<file path="config.mk">
export PLATFORM = sky130hd
export DESIGN_NAME = escape_utf8_codepoint_decoder_unit_flat
export DESIGN_NICKNAME = d
export VERILOG_FILES = /design/src/eucd_pkg.sv /design/src/eucd_req_if.sv /design/src/eucd_rsp_if.sv /design/src/eucd_decode.sv /design/src/eucd_rspq.sv /design/src/escape_utf8_codepoint_decoder_unit.sv /design/src/flat_wrapper.sv
export SDC_FILE = /design/constraint.sdc
export NUM_CORES = 1
export LEC_CHECK = 0
export BUFFER_PORTS_ARGS = -buffer_cell sky130_fd_sc_hd__clkbuf_2
export CAP_MARGIN = 10
export CORE_MARGIN = 4
export CORE_UTILIZATION = 35
export DETAILED_ROUTE_END_ITERATION = 10
export HOLD_SLACK_MARGIN = 0.12
export PLACE_DENSITY = 0.57
export REMOVE_ABC_BUFFERS = 1
export SYNTH_ARGS = -nofsm -noshare
export SYNTH_HDL_FRONTEND = slang
export SYNTH_SLANG_ARGS = --single-unit
export TNS_END_PERCENT = 30
</file>
<file path="constraint.sdc">
create_clock -name clock -period 4.5 [get_ports clock]
set_input_delay 0.675 -clock clock [delete_from_list [all_inputs] [get_ports clock]]
set_output_delay 0.675 -clock clock [all_outputs]
set_load 0.02 [all_outputs]
</file>
<file path="src/eucd_pkg.sv">
// Shared types, constants and decode helpers of the escaped UTF-8 decoder.
// No dependencies; used by the decode stage, the result buffer and the top level.
package eucd_pkg;

   localparam int unsigned CpWidth = 32;

   localparam logic [2:0] PH_IDLE = 3'd0;
   localparam logic [2:0] PH_CONT = 3'd1;
   localparam logic [2:0] PH_ESC  = 3'd2;
   localparam logic [2:0] PH_OCT  = 3'd3;
   localparam logic [2:0] PH_HEX  = 3'd4;

   localparam logic [CpWidth-1:0] QMARK = 32'd63;
   localparam logic [7:0] BACKSLASH = 8'h5C;
   localparam logic [7:0] CHAR_X_LO = 8'h78;
   localparam logic [7:0] CHAR_U_LO = 8'h75;
   localparam logic [7:0] CHAR_U_UP = 8'h55;

   typedef struct packed {
      logic [CpWidth-1:0] code_point;
      logic               malformed;
      logic               last_of_run;
   } result_type;

   // Up to two results produced by one byte.
   typedef struct packed {
      logic [1:0] count;
      result_type res0;
      result_type res1;
   } decode_out_type;

   typedef struct packed {
      logic [2:0]         phase;
      logic               load_acc;
      logic [CpWidth-1:0] acc;
      logic [3:0]         left;
      logic               emit;
      logic [CpWidth-1:0] cp;
      logic               bad;
   } start_type;

   // Digit value 0..15, or 16 for a non-digit.
   function automatic logic [4:0] hex_value(input logic [7:0] b);
      logic [7:0] u;
      logic [7:0] d;
      u = b & 8'hDF;
      d = 8'd0;
      if (b >= 8'h30 && b <= 8'h39) begin
         d = b - 8'h30;
         return d[4:0];
      end
      if (u >= 8'h41 && u <= 8'h46) begin
         d = u - 8'h37;
         return d[4:0];
      end
      return 5'd16;
   endfunction

   function automatic logic [4:0] oct_value(input logic [7:0] b);
      if (b >= 8'h30 && b <= 8'h37) return {2'b00, b[2:0]};
      return 5'd16;
   endfunction

   // Bit 8 flags a single-letter escape, bits 7:0 give its code.
   function automatic logic [8:0] simple_escape(input logic [7:0] b);
      logic [8:0] r;
      case (b)
         8'h61:   r = {1'b1, 8'd7};
         8'h62:   r = {1'b1, 8'd8};
         8'h66:   r = {1'b1, 8'd12};
         8'h6E:   r = {1'b1, 8'd10};
         8'h72:   r = {1'b1, 8'd13};
         8'h74:   r = {1'b1, 8'd9};
         8'h76:   r = {1'b1, 8'd11};
         8'h27:   r = {1'b1, 8'h27};
         8'h22:   r = {1'b1, 8'h22};
         8'h5C:   r = {1'b1, 8'h5C};
         8'h3F:   r = {1'b1, 8'h3F};
         default: r = 9'd0;
      endcase
      return r;
   endfunction

   // Classify a byte seen at the start of a character.
   function automatic start_type start_char(input logic [7:0] b);
      start_type s;
      s.phase    = PH_IDLE;
      s.load_acc = 1'b0;
      s.acc      = '0;
      s.left     = 4'd0;
      s.emit     = 1'b0;
      s.cp       = QMARK;
      s.bad      = 1'b0;
      if (b == BACKSLASH) begin
         s.phase = PH_ESC;
      end else if (!b[7]) begin
         s.emit = 1'b1;
         s.cp   = {24'd0, b};
      end else if (b[7:5] == 3'b110) begin
         s.load_acc = 1'b1;
         s.acc      = {27'd0, b[4:0]};
         s.left     = 4'd1;
         s.phase    = PH_CONT;
      end else if (b[7:4] == 4'b1110) begin
         s.load_acc = 1'b1;
         s.acc      = {28'd0, b[3:0]};
         s.left     = 4'd2;
         s.phase    = PH_CONT;
      end else if (b[7:3] == 5'b11110) begin
         s.load_acc = 1'b1;
         s.acc      = {29'd0, b[2:0]};
         s.left     = 4'd3;
         s.phase    = PH_CONT;
      end else begin
         s.emit = 1'b1;
         s.bad  = 1'b1;
      end
      return s;
   endfunction

   // Append one result; a third one is dropped.
   function automatic decode_out_type add_result(input decode_out_type o,
                                                 input logic [CpWidth-1:0] cp,
                                                 input logic bad);
      decode_out_type r;
      r = o;
      case (o.count)
         2'd0: begin
            r.res0.code_point = cp;
            r.res0.malformed  = bad;
            r.count           = 2'd1;
         end
         2'd1: begin
            r.res1.code_point = cp;
            r.res1.malformed  = bad;
            r.count           = 2'd2;
         end
         default: r = o;
      endcase
      return r;
   endfunction

endpackage

</file>
<file path="src/eucd_req_if.sv">
// Input channel of the escaped UTF-8 decoder: one raw byte per transaction.
// No dependencies.
interface eucd_req_if;
   logic       valid;
   logic       ready;
   logic [7:0] byte_in;
   logic       end_of_stream;

   modport source (output valid, output byte_in, output end_of_stream, input ready);
   modport sink   (input valid, input byte_in, input end_of_stream, output ready);
endinterface

</file>
<file path="src/eucd_rsp_if.sv">
// Result channel of the escaped UTF-8 decoder: one code point per transaction.
// No dependencies.
interface eucd_rsp_if;
   logic        valid;
   logic        ready;
   logic [31:0] code_point;
   logic        malformed;
   logic        last_of_run;

   modport source (output valid, output code_point, output malformed,
                   output last_of_run, input ready);
   modport sink   (input valid, input code_point, input malformed,
                   input last_of_run, output ready);
endinterface

</file>
<file path="src/eucd_decode.sv">
// Decode stage: holds the decoder state and turns one registered byte into
// up to two results. Depends on eucd_pkg.
module eucd_decode (
   input  logic                   clock,
   input  logic                   reset,
   input  logic                   item_valid,
   input  logic [7:0]             item_byte,
   input  logic                   item_eos,
   input  logic                   commit,
   output eucd_pkg::decode_out_type dec
);

   logic [2:0]  phase_ff, phase_in;
   logic [31:0] acc_ff, acc_in;
   logic [3:0]  left_ff, left_in;
   logic        limited_ff, limited_in;
   logic        badc_ff, badc_in;

   eucd_pkg::start_type      st;
   eucd_pkg::decode_out_type res;
   logic [4:0] digit;
   logic [4:0] oct_d;
   logic [3:0] left_dec;
   logic [8:0] esc;

   assign st       = eucd_pkg::start_char(item_byte);
   assign esc      = eucd_pkg::simple_escape(item_byte);
   assign left_dec = left_ff - 4'd1;
   assign oct_d    = eucd_pkg::oct_value(item_byte);
   assign digit    = (phase_ff == eucd_pkg::PH_OCT) ? oct_d
                                                    : eucd_pkg::hex_value(item_byte);

   always_comb begin
      phase_in   = phase_ff;
      acc_in     = acc_ff;
      left_in    = left_ff;
      limited_in = limited_ff;
      badc_in    = badc_ff;
      res        = '0;

      case (phase_ff)
         eucd_pkg::PH_CONT: begin
            if (item_byte[7:6] != 2'b10) badc_in = 1'b1;
            acc_in  = {acc_ff[25:0], item_byte[5:0]};
            left_in = left_dec;
            if (left_dec == 4'd0) begin
               if (badc_in) res = eucd_pkg::add_result(res, eucd_pkg::QMARK, 1'b1);
               else         res = eucd_pkg::add_result(res, acc_in, 1'b0);
               phase_in = eucd_pkg::PH_IDLE;
               badc_in  = 1'b0;
            end
         end
         eucd_pkg::PH_ESC: begin
            if (esc[8]) begin
               res      = eucd_pkg::add_result(res, {24'd0, esc[7:0]}, 1'b0);
               phase_in = eucd_pkg::PH_IDLE;
            end else if (!oct_d[4]) begin
               acc_in     = {29'd0, item_byte[2:0]};
               left_in    = 4'd2;
               limited_in = 1'b1;
               phase_in   = eucd_pkg::PH_OCT;
            end else if (item_byte == eucd_pkg::CHAR_X_LO ||
                         item_byte == eucd_pkg::CHAR_U_LO ||
                         item_byte == eucd_pkg::CHAR_U_UP) begin
               acc_in     = '0;
               limited_in = (item_byte != eucd_pkg::CHAR_X_LO);
               left_in    = (item_byte == eucd_pkg::CHAR_U_LO) ? 4'd4 :
                            (item_byte == eucd_pkg::CHAR_U_UP) ? 4'd8 : 4'd0;
               phase_in   = eucd_pkg::PH_HEX;
            end else begin
               // unknown escape: flag it, then decode the byte afresh
               res      = eucd_pkg::add_result(res, eucd_pkg::QMARK, 1'b1);
               phase_in = st.phase;
               badc_in  = 1'b0;
               if (st.load_acc) begin
                  acc_in  = st.acc;
                  left_in = st.left;
               end
               if (st.emit) res = eucd_pkg::add_result(res, st.cp, st.bad);
            end
         end
         eucd_pkg::PH_OCT, eucd_pkg::PH_HEX: begin
            if (!digit[4]) begin
               acc_in = (phase_ff == eucd_pkg::PH_OCT) ? {acc_ff[28:0], digit[2:0]}
                                                       : {acc_ff[27:0], digit[3:0]};
               if (limited_ff) begin
                  left_in = left_dec;
                  if (left_dec == 4'd0) begin
                     res      = eucd_pkg::add_result(res, acc_in, 1'b0);
                     phase_in = eucd_pkg::PH_IDLE;
                  end
               end
            end else begin
               // non-digit ends the number and starts a new character
               res      = eucd_pkg::add_result(res, acc_ff, 1'b0);
               phase_in = st.phase;
               badc_in  = 1'b0;
               if (st.load_acc) begin
                  acc_in  = st.acc;
                  left_in = st.left;
               end
               if (st.emit) res = eucd_pkg::add_result(res, st.cp, st.bad);
            end
         end
         default: begin
            phase_in = st.phase;
            badc_in  = 1'b0;
            if (st.load_acc) begin
               acc_in  = st.acc;
               left_in = st.left;
            end
            if (st.emit) res = eucd_pkg::add_result(res, st.cp, st.bad);
         end
      endcase

      // flush whatever is pending at the end of the stream
      if (item_eos) begin
         if (phase_in == eucd_pkg::PH_CONT || phase_in == eucd_pkg::PH_ESC)
            res = eucd_pkg::add_result(res, eucd_pkg::QMARK, 1'b1);
         else if (phase_in == eucd_pkg::PH_OCT || phase_in == eucd_pkg::PH_HEX)
            res = eucd_pkg::add_result(res, acc_in, 1'b0);
         phase_in = eucd_pkg::PH_IDLE;
         badc_in  = 1'b0;
      end

      res.res0.last_of_run = (res.count == 2'd1);
      res.res1.last_of_run = (res.count == 2'd2);
      if (!item_valid) res.count = 2'd0;
   end

   assign dec = res;

   always_ff @(posedge clock) begin
      if (reset) begin
         phase_ff   <= eucd_pkg::PH_IDLE;
         acc_ff     <= '0;
         left_ff    <= 4'd0;
         limited_ff <= 1'b0;
         badc_ff    <= 1'b0;
      end else if (commit) begin
         phase_ff   <= phase_in;
         acc_ff     <= acc_in;
         left_ff    <= left_in;
         limited_ff <= limited_in;
         badc_ff    <= badc_in;
      end
   end

endmodule

</file>
<file path="src/eucd_rspq.sv">
// Two-entry result buffer: takes up to two results per cycle from the decode
// stage while it has room, and drives the result channel. Depends on eucd_pkg and eucd_rsp_if.
module eucd_rspq (
   input  logic                     clock,
   input  logic                     reset,
   input  logic                     commit,
   input  eucd_pkg::decode_out_type dec,
   output logic                     room,
   eucd_rsp_if.source               rsp_chan
);

   eucd_pkg::result_type slot0_ff, slot0_in;
   eucd_pkg::result_type slot1_ff, slot1_in;
   logic [1:0] count_ff, count_in;
   logic [1:0] kept;
   logic       pop;
   eucd_pkg::result_type kept0;

   // room is judged without the pop, so it does not depend combinationally on rsp ready
   assign room  = ({1'b0, count_ff} + {1'b0, dec.count}) <= 3'd2;
   assign pop   = (count_ff != 2'd0) && rsp_chan.ready;
   assign kept  = count_ff - {1'b0, pop};
   assign kept0 = pop ? slot1_ff : slot0_ff;

   always_comb begin
      case (kept)
         2'd0: begin
            slot0_in = dec.res0;
            slot1_in = dec.res1;
         end
         2'd1: begin
            slot0_in = kept0;
            slot1_in = dec.res0;
         end
         default: begin
            slot0_in = slot0_ff;
            slot1_in = slot1_ff;
         end
      endcase
      count_in = kept + (commit ? dec.count : 2'd0);
   end

   always_ff @(posedge clock) begin
      if (reset) count_ff <= 2'd0;
      else       count_ff <= count_in;
   end

   always_ff @(posedge clock) begin
      slot0_ff <= slot0_in;
      slot1_ff <= slot1_in;
   end

   assign rsp_chan.valid       = (count_ff != 2'd0);
   assign rsp_chan.code_point  = slot0_ff.code_point;
   assign rsp_chan.malformed   = slot0_ff.malformed;
   assign rsp_chan.last_of_run = slot0_ff.last_of_run;

endmodule

</file>
<file path="src/escape_utf8_codepoint_decoder_unit.sv">
// Escaped UTF-8 decoder: one byte per req transaction in, one code point per
// rsp transaction out. A byte is taken every cycle while the result buffer has
// room. It is held in the input register, where the decode logic resolves it
// against the decoder state, and its results are written into the result
// buffer, which drives rsp. A byte gives zero, one or two results; the
// two-entry result buffer sets the rate, so a byte that yields two results
// while a result is still waiting holds the input until that result has left,
// and a stalled rsp side stops the input once the buffer is full.
// Depends on eucd_pkg, eucd_req_if, eucd_rsp_if, eucd_decode and eucd_rspq.
module escape_utf8_codepoint_decoder_unit (
   input  logic       clock,
   input  logic       reset,
   eucd_req_if.sink   req_chan,
   eucd_rsp_if.source rsp_chan
);

   logic       in_valid_ff, in_valid_in;
   logic [7:0] in_byte_ff;
   logic       in_eos_ff;
   logic       commit;
   logic       room;
   logic       req_fire;
   eucd_pkg::decode_out_type dec;

   assign commit         = in_valid_ff && room;
   assign req_chan.ready = !in_valid_ff || commit;
   assign req_fire       = req_chan.valid && req_chan.ready;
   assign in_valid_in    = req_fire || (in_valid_ff && !commit);

   always_ff @(posedge clock) begin
      if (reset) in_valid_ff <= 1'b0;
      else       in_valid_ff <= in_valid_in;
   end

   always_ff @(posedge clock) begin
      if (req_fire) begin
         in_byte_ff <= req_chan.byte_in;
         in_eos_ff  <= req_chan.end_of_stream;
      end
   end

   eucd_decode u_decode (
      .clock      (clock),
      .reset      (reset),
      .item_valid (in_valid_ff),
      .item_byte  (in_byte_ff),
      .item_eos   (in_eos_ff),
      .commit     (commit),
      .dec        (dec)
   );

   eucd_rspq u_rspq (
      .clock    (clock),
      .reset    (reset),
      .commit   (commit),
      .dec      (dec),
      .room     (room),
      .rsp_chan (rsp_chan)
   );

endmodule

</file>
<file path="src/flat_wrapper.sv">
// flat-port wrapper written by rule: the top's interface ports become plain ports
module escape_utf8_codepoint_decoder_unit_flat 
  (clock, reset, req_chan_valid, req_chan_byte_in, req_chan_end_of_stream, req_chan_ready, rsp_chan_valid, rsp_chan_code_point, rsp_chan_malformed, rsp_chan_last_of_run, rsp_chan_ready);
  eucd_req_if req_chan_i ();
  eucd_rsp_if rsp_chan_i ();
  input  logic clock;
  input  logic reset;
  input wire logic [$bits(req_chan_i.valid)-1:0] req_chan_valid;
  input wire logic [$bits(req_chan_i.byte_in)-1:0] req_chan_byte_in;
  input wire logic [$bits(req_chan_i.end_of_stream)-1:0] req_chan_end_of_stream;
  output wire logic [$bits(req_chan_i.ready)-1:0] req_chan_ready;
  output wire logic [$bits(rsp_chan_i.valid)-1:0] rsp_chan_valid;
  output wire logic [$bits(rsp_chan_i.code_point)-1:0] rsp_chan_code_point;
  output wire logic [$bits(rsp_chan_i.malformed)-1:0] rsp_chan_malformed;
  output wire logic [$bits(rsp_chan_i.last_of_run)-1:0] rsp_chan_last_of_run;
  input wire logic [$bits(rsp_chan_i.ready)-1:0] rsp_chan_ready;
  assign req_chan_i.valid = req_chan_valid;
  assign req_chan_i.byte_in = req_chan_byte_in;
  assign req_chan_i.end_of_stream = req_chan_end_of_stream;
  assign req_chan_ready = req_chan_i.ready;
  assign rsp_chan_valid = rsp_chan_i.valid;
  assign rsp_chan_code_point = rsp_chan_i.code_point;
  assign rsp_chan_malformed = rsp_chan_i.malformed;
  assign rsp_chan_last_of_run = rsp_chan_i.last_of_run;
  assign rsp_chan_i.ready = rsp_chan_ready;
  escape_utf8_codepoint_decoder_unit u_core (.clock(clock), .reset(reset), .req_chan(req_chan_i), .rsp_chan(rsp_chan_i));
endmodule
</file>
==> summary.md <==
| Metric | Value |
|---|---|
| Final worst slack | `-0.0827 ns` |
| Top sig layer | `met4` |
| CTS sink cnt | `121` |
| Final Hold Viols | `0` |
| CP Cell Sequence | `buf_4 -> or4b_4 -> nor3_4 -> o2111ai_2 -> or3b_4 -> nand3_2 -> o31ai_2 -> buf_4 -> o21ai_4 -> nor2_2 -> ha_2 -> fa_1 -> a21oi_2 -> nand2b_4 -> buf_8` |
| Status | `finished with violations` |
| Post-synth EDFFs | `77` |
| DP HPWL | `21,600 µm` |
| Routed wire length | `32,000 µm` |
| Met3 WL | `2070 µm` |
| TritonRoute pass-1 iters | `5` |
| Register area share after synthesis | `36.4%` |
| Vias in the first global route | `8,655` |
| Routed length on met1 | `14,200 µm` |
| Die H | `166 µm` |
| Routed WL per cell | `21.7 µm` |
| Clock Tree Root | `clkbuf_16` |
| # IOs | `49` |
| Clock skew | `0.0126 ns` |
| Met2 wire length | `14,600 µm` |
| GR Util All Layers | `22.4%` |
| Core region area | `24,500 µm²` |
| Worst setup EP type | `output port` |
| # setup viols final | `1` |
| Post-route ant nets | `0` |
| Layout cells sized above 1 | `26.6%` |
| Max-Cap Viols | `0` |
| CP arrival | `3.91 ns` |
| Yosys Warn Count | `0` |
| CTS Buffer Depth | `2` |
| Ant. Diodes | `0` |
| P&R area growth vs syn | `23.6%` |
| Global-route wire length before repair | `49,900 µm` |
| Area post-placement | `9790 µm²` |
| Ys flop type | `edfxtp_1` |
| Critical-path cell with the highest stage delay | `or4b_4` |
| Final net count | `1,163` |
| Setup crit start kind | `register` |
| Clk_lat worst skew | `0.43 ns` |
| DIE AREA | `27,700 µm²` |
| Distinct cells, synth | `89` |
| Instance count of the mapped netlist | `1,058` |
| Vias | `8,974` |
| Iteration-0 DRC Markers | `840` |
| Initial antenna violation count | `0` |
| Tcrit/Tclk final | `102%` |
| Max Slew Vio Count | `0` |
| Hold slack | `0.416 ns` |
| Slew margin rel. | `26.1%` |
| Power per Cell Area | `477 nW/µm²` |
| Hold Crit Class | `input port to register` |
| DRC | `0` |
| Post-synth ARST share | `0%` |
| FMAX | `218 MHz` |
| GPL Wtd Cong | `0.978` |
| Failing checks | `negative setup slack` |
| Leak | `4.01 nW` |
| H-tree Lvls | `4` |
| Slowest stage delay, CP | `0.50 ns` |
| Critical Path RT | `3.83 ns` |
| Cell area after layout | `10,800 µm²` |
| CTS tree | `done` |
| Initial Util | `35.9%` |
| TritonCTS Buffers | `17` |
| Worst slew pin tran | `1.11 ns` |
| Largest net degree at the start of global routing | `54` |
| Peak supply drop | `0.433 mV` |
| Synthesized area | `8780 µm²` |
| #FFs+latches synth | `121` |
| Grt total ovfl | `0` |
| Most used cell, CP | `buf_4` |
| Post-route minimum period | `4.58 ns` |
| RSZ-0062 raised after global routing | `yes` |
| Port-buffer cells | `48` |
| Clk slew on worst S/H paths | `0.06 ns` |
| Die Wd | `166 µm` |
| Setup Crit Path Kind | `register to output port` |
| Row count | `57` |
| Worst-path maximum fanout | `4` |
| Via-to-Cell Ratio | `6.08` |
| Post-synthesis average cell area | `8.30 µm²` |
## per-stage QoR
| step | power [mW] | util, % | setup WS (ns) | cells | setup TNS, ns |
|---|---|---|---|---|---|
| global placement | 3.70 | 40.0 | 0.0129 | 1418 | 0 |
| global route | 5.49 | 44.3 | -0.210 | 1476 | -0.221 |
| floorplan | 3.05 | - | -1.49 | 941 | -58.42 |
| finish | 5.18 | 44.3 | -0.0827 | 1476 | -0.0827 |
| CTS | 5.21 | 43.7 | -0.174 | 1469 | -0.331 |
| detailed placement | 3.72 | 40.0 | -0.0792 | 1418 | -0.110 |
## sequential cells by signal, indices dropped and copies added (netlist names)
register	flops
u_core.u_rspq.slot1_ff	34
u_core.u_decode.acc_ff	32
u_core.u_rspq.rsp_chan.code_point	32
u_core.in_byte_ff	8
u_core.u_decode.left_ff	4
u_core.u_decode.phase_ff	3
u_core.u_rspq.count_ff	2
u_core.in_eos_ff	1
u_core.in_valid_ff	1
u_core.u_decode.badc_ff	1
u_core.u_decode.limited_ff	1
u_core.u_rspq.rsp_chan.last_of_run	1
u_core.u_rspq.rsp_chan.malformed	1
## Yosys cell counts (4+ instances only)
library cell | instances | share of area (%)
o31ai_1 | 9 | 0.77
o221a_2 | 6 | 0.77
dfxtp_1 | 44 | 10
o22ai_1 | 24 | 1.7
inv_1 | 15 | 0.64
clkbuf_1 | 78 | 3.3
nand2b_1 | 7 | 0.50
ha_1 | 10 | 1.4
xnor2_1 | 4 | 0.40
a211oi_1 | 34 | 2.9
a21oi_1 | 118 | 6.7
nand4b_1 | 4 | 0.40
buf_1 | 4 | 0.17
a221oi_2 | 12 | 2.1
o21bai_1 | 8 | 0.68
o2bb2ai_1 | 5 | 0.50
a22o_1 | 6 | 0.60
o21ai_1 | 11 | 0.63
and2_1 | 8 | 0.57
nand3_1 | 18 | 1.0
nor3_1 | 27 | 1.5
a221oi_1 | 33 | 3.3
edfxtp_1 | 77 | 26
nand3b_1 | 5 | 0.43
o21a_1 | 7 | 0.60
buf_2 | 25 | 1.4
a222oi_1 | 4 | 0.46
a21o_1 | 9 | 0.77
mux2_2 | 5 | 0.64
or2_1 | 4 | 0.29
nor2_1 | 143 | 6.1
and3_1 | 13 | 0.93
nand2_1 | 104 | 4.4
o21ai_0 | 36 | 2.1
o221ai_1 | 17 | 1.7
o221a_1 | 7 | 0.90
or3_1 | 5 | 0.36
a22oi_1 | 20 | 1.7
buf_4 | 5 | 0.43
a31oi_1 | 9 | 0.64
## path summary, 6_finish.rpt
check                                              from                         end  slack (ns)  depth (start not counted)
worst max-delay path               u_core.in_byte_ff[6]              req_chan_ready       -0.08                         15
worst min-delay path             req_chan_end_of_stream            u_core.in_eos_ff        0.42                          1
worst max register to register     u_core.in_byte_ff[0]  u_core.u_rspq.slot1_ff[12]        0.18                         22
worst min register to register  u_core.u_decode.badc_ff     u_core.u_decode.badc_ff        0.49                          2
## cells by family (layout without fill, tap and decap cells)
kind of cell,count (synthesis),after routing,share of synthesized area [%]
buffers and inverters,132,226,6.50
muxes,7,7,0.869
DFF,121,121,36.4
adders and majority gates,11,11,1.65
AOI/OAI and AO/OA,406,406,33.7
xor gates and xnor gates,7,7,0.698
and+or+nand+nor,374,374,20.3
## what timing repair did
item | in CTS | in global routing
pin swaps | 14 | 16
gates resized for setup | 35 | 26
setup buffers | 19 | 7
setup endpoints to repair | 7 | 63
hold buffers | 0 | 0
## placed cells by master, fill, tap and decap left out, types with 7 or more instances in the layout
cell type and count:
edfxtp_1 77, and3_1 8, nor3_1 27, a22oi_1 19, o221a_1 7, nand3_1 16
dfxtp_1 44, clkbuf_16 17, o31ai_1 8, o22ai_1 24, clkbuf_2 47, nor2_1 137
o21ai_1 12, a211oi_1 33, o221ai_1 17, buf_4 122, a31oi_1 9, o21a_1 7
inv_1 12, nand2_1 101, a21oi_1 115, a21o_1 9, a221oi_1 31, a221oi_2 14
o21ai_0 34, o21bai_1 7
## report_power, final
part | internal [mW] | switching (mW)
clock network | 0.874 | 0.567
logic | 0.576 | 1.24
registers | 1.76 | 0.165
total | 3.20 | 1.97
## critical path: cells and delay by family (launching register included)
family                     cells  cell delay [ns]
adders and majority gates      2             0.66
and+or+nand+nor                6             1.42
AOI/OAI and AO/OA              4             0.61
buffers and inverters          3             0.43
DFF                            1             0.35
## area by class of cell
type                    instances  area (µm²)
fillers                      2408       13600
multi-input cells             805        5270
flip-flops and latches        121        3190
repair buffers                179        1320
clock buffers                  18         429
well taps                     324         405
clock inverters                14         171
inverters                      15        56.3
## metal layers
layer,track usage (%),up-vias
met5,0,-
met4,9.57,0
met3,3.40,73
met2,35.2,366
met1,30.8,4346
li1,-,4189
(Power assumes the default switching activity.)
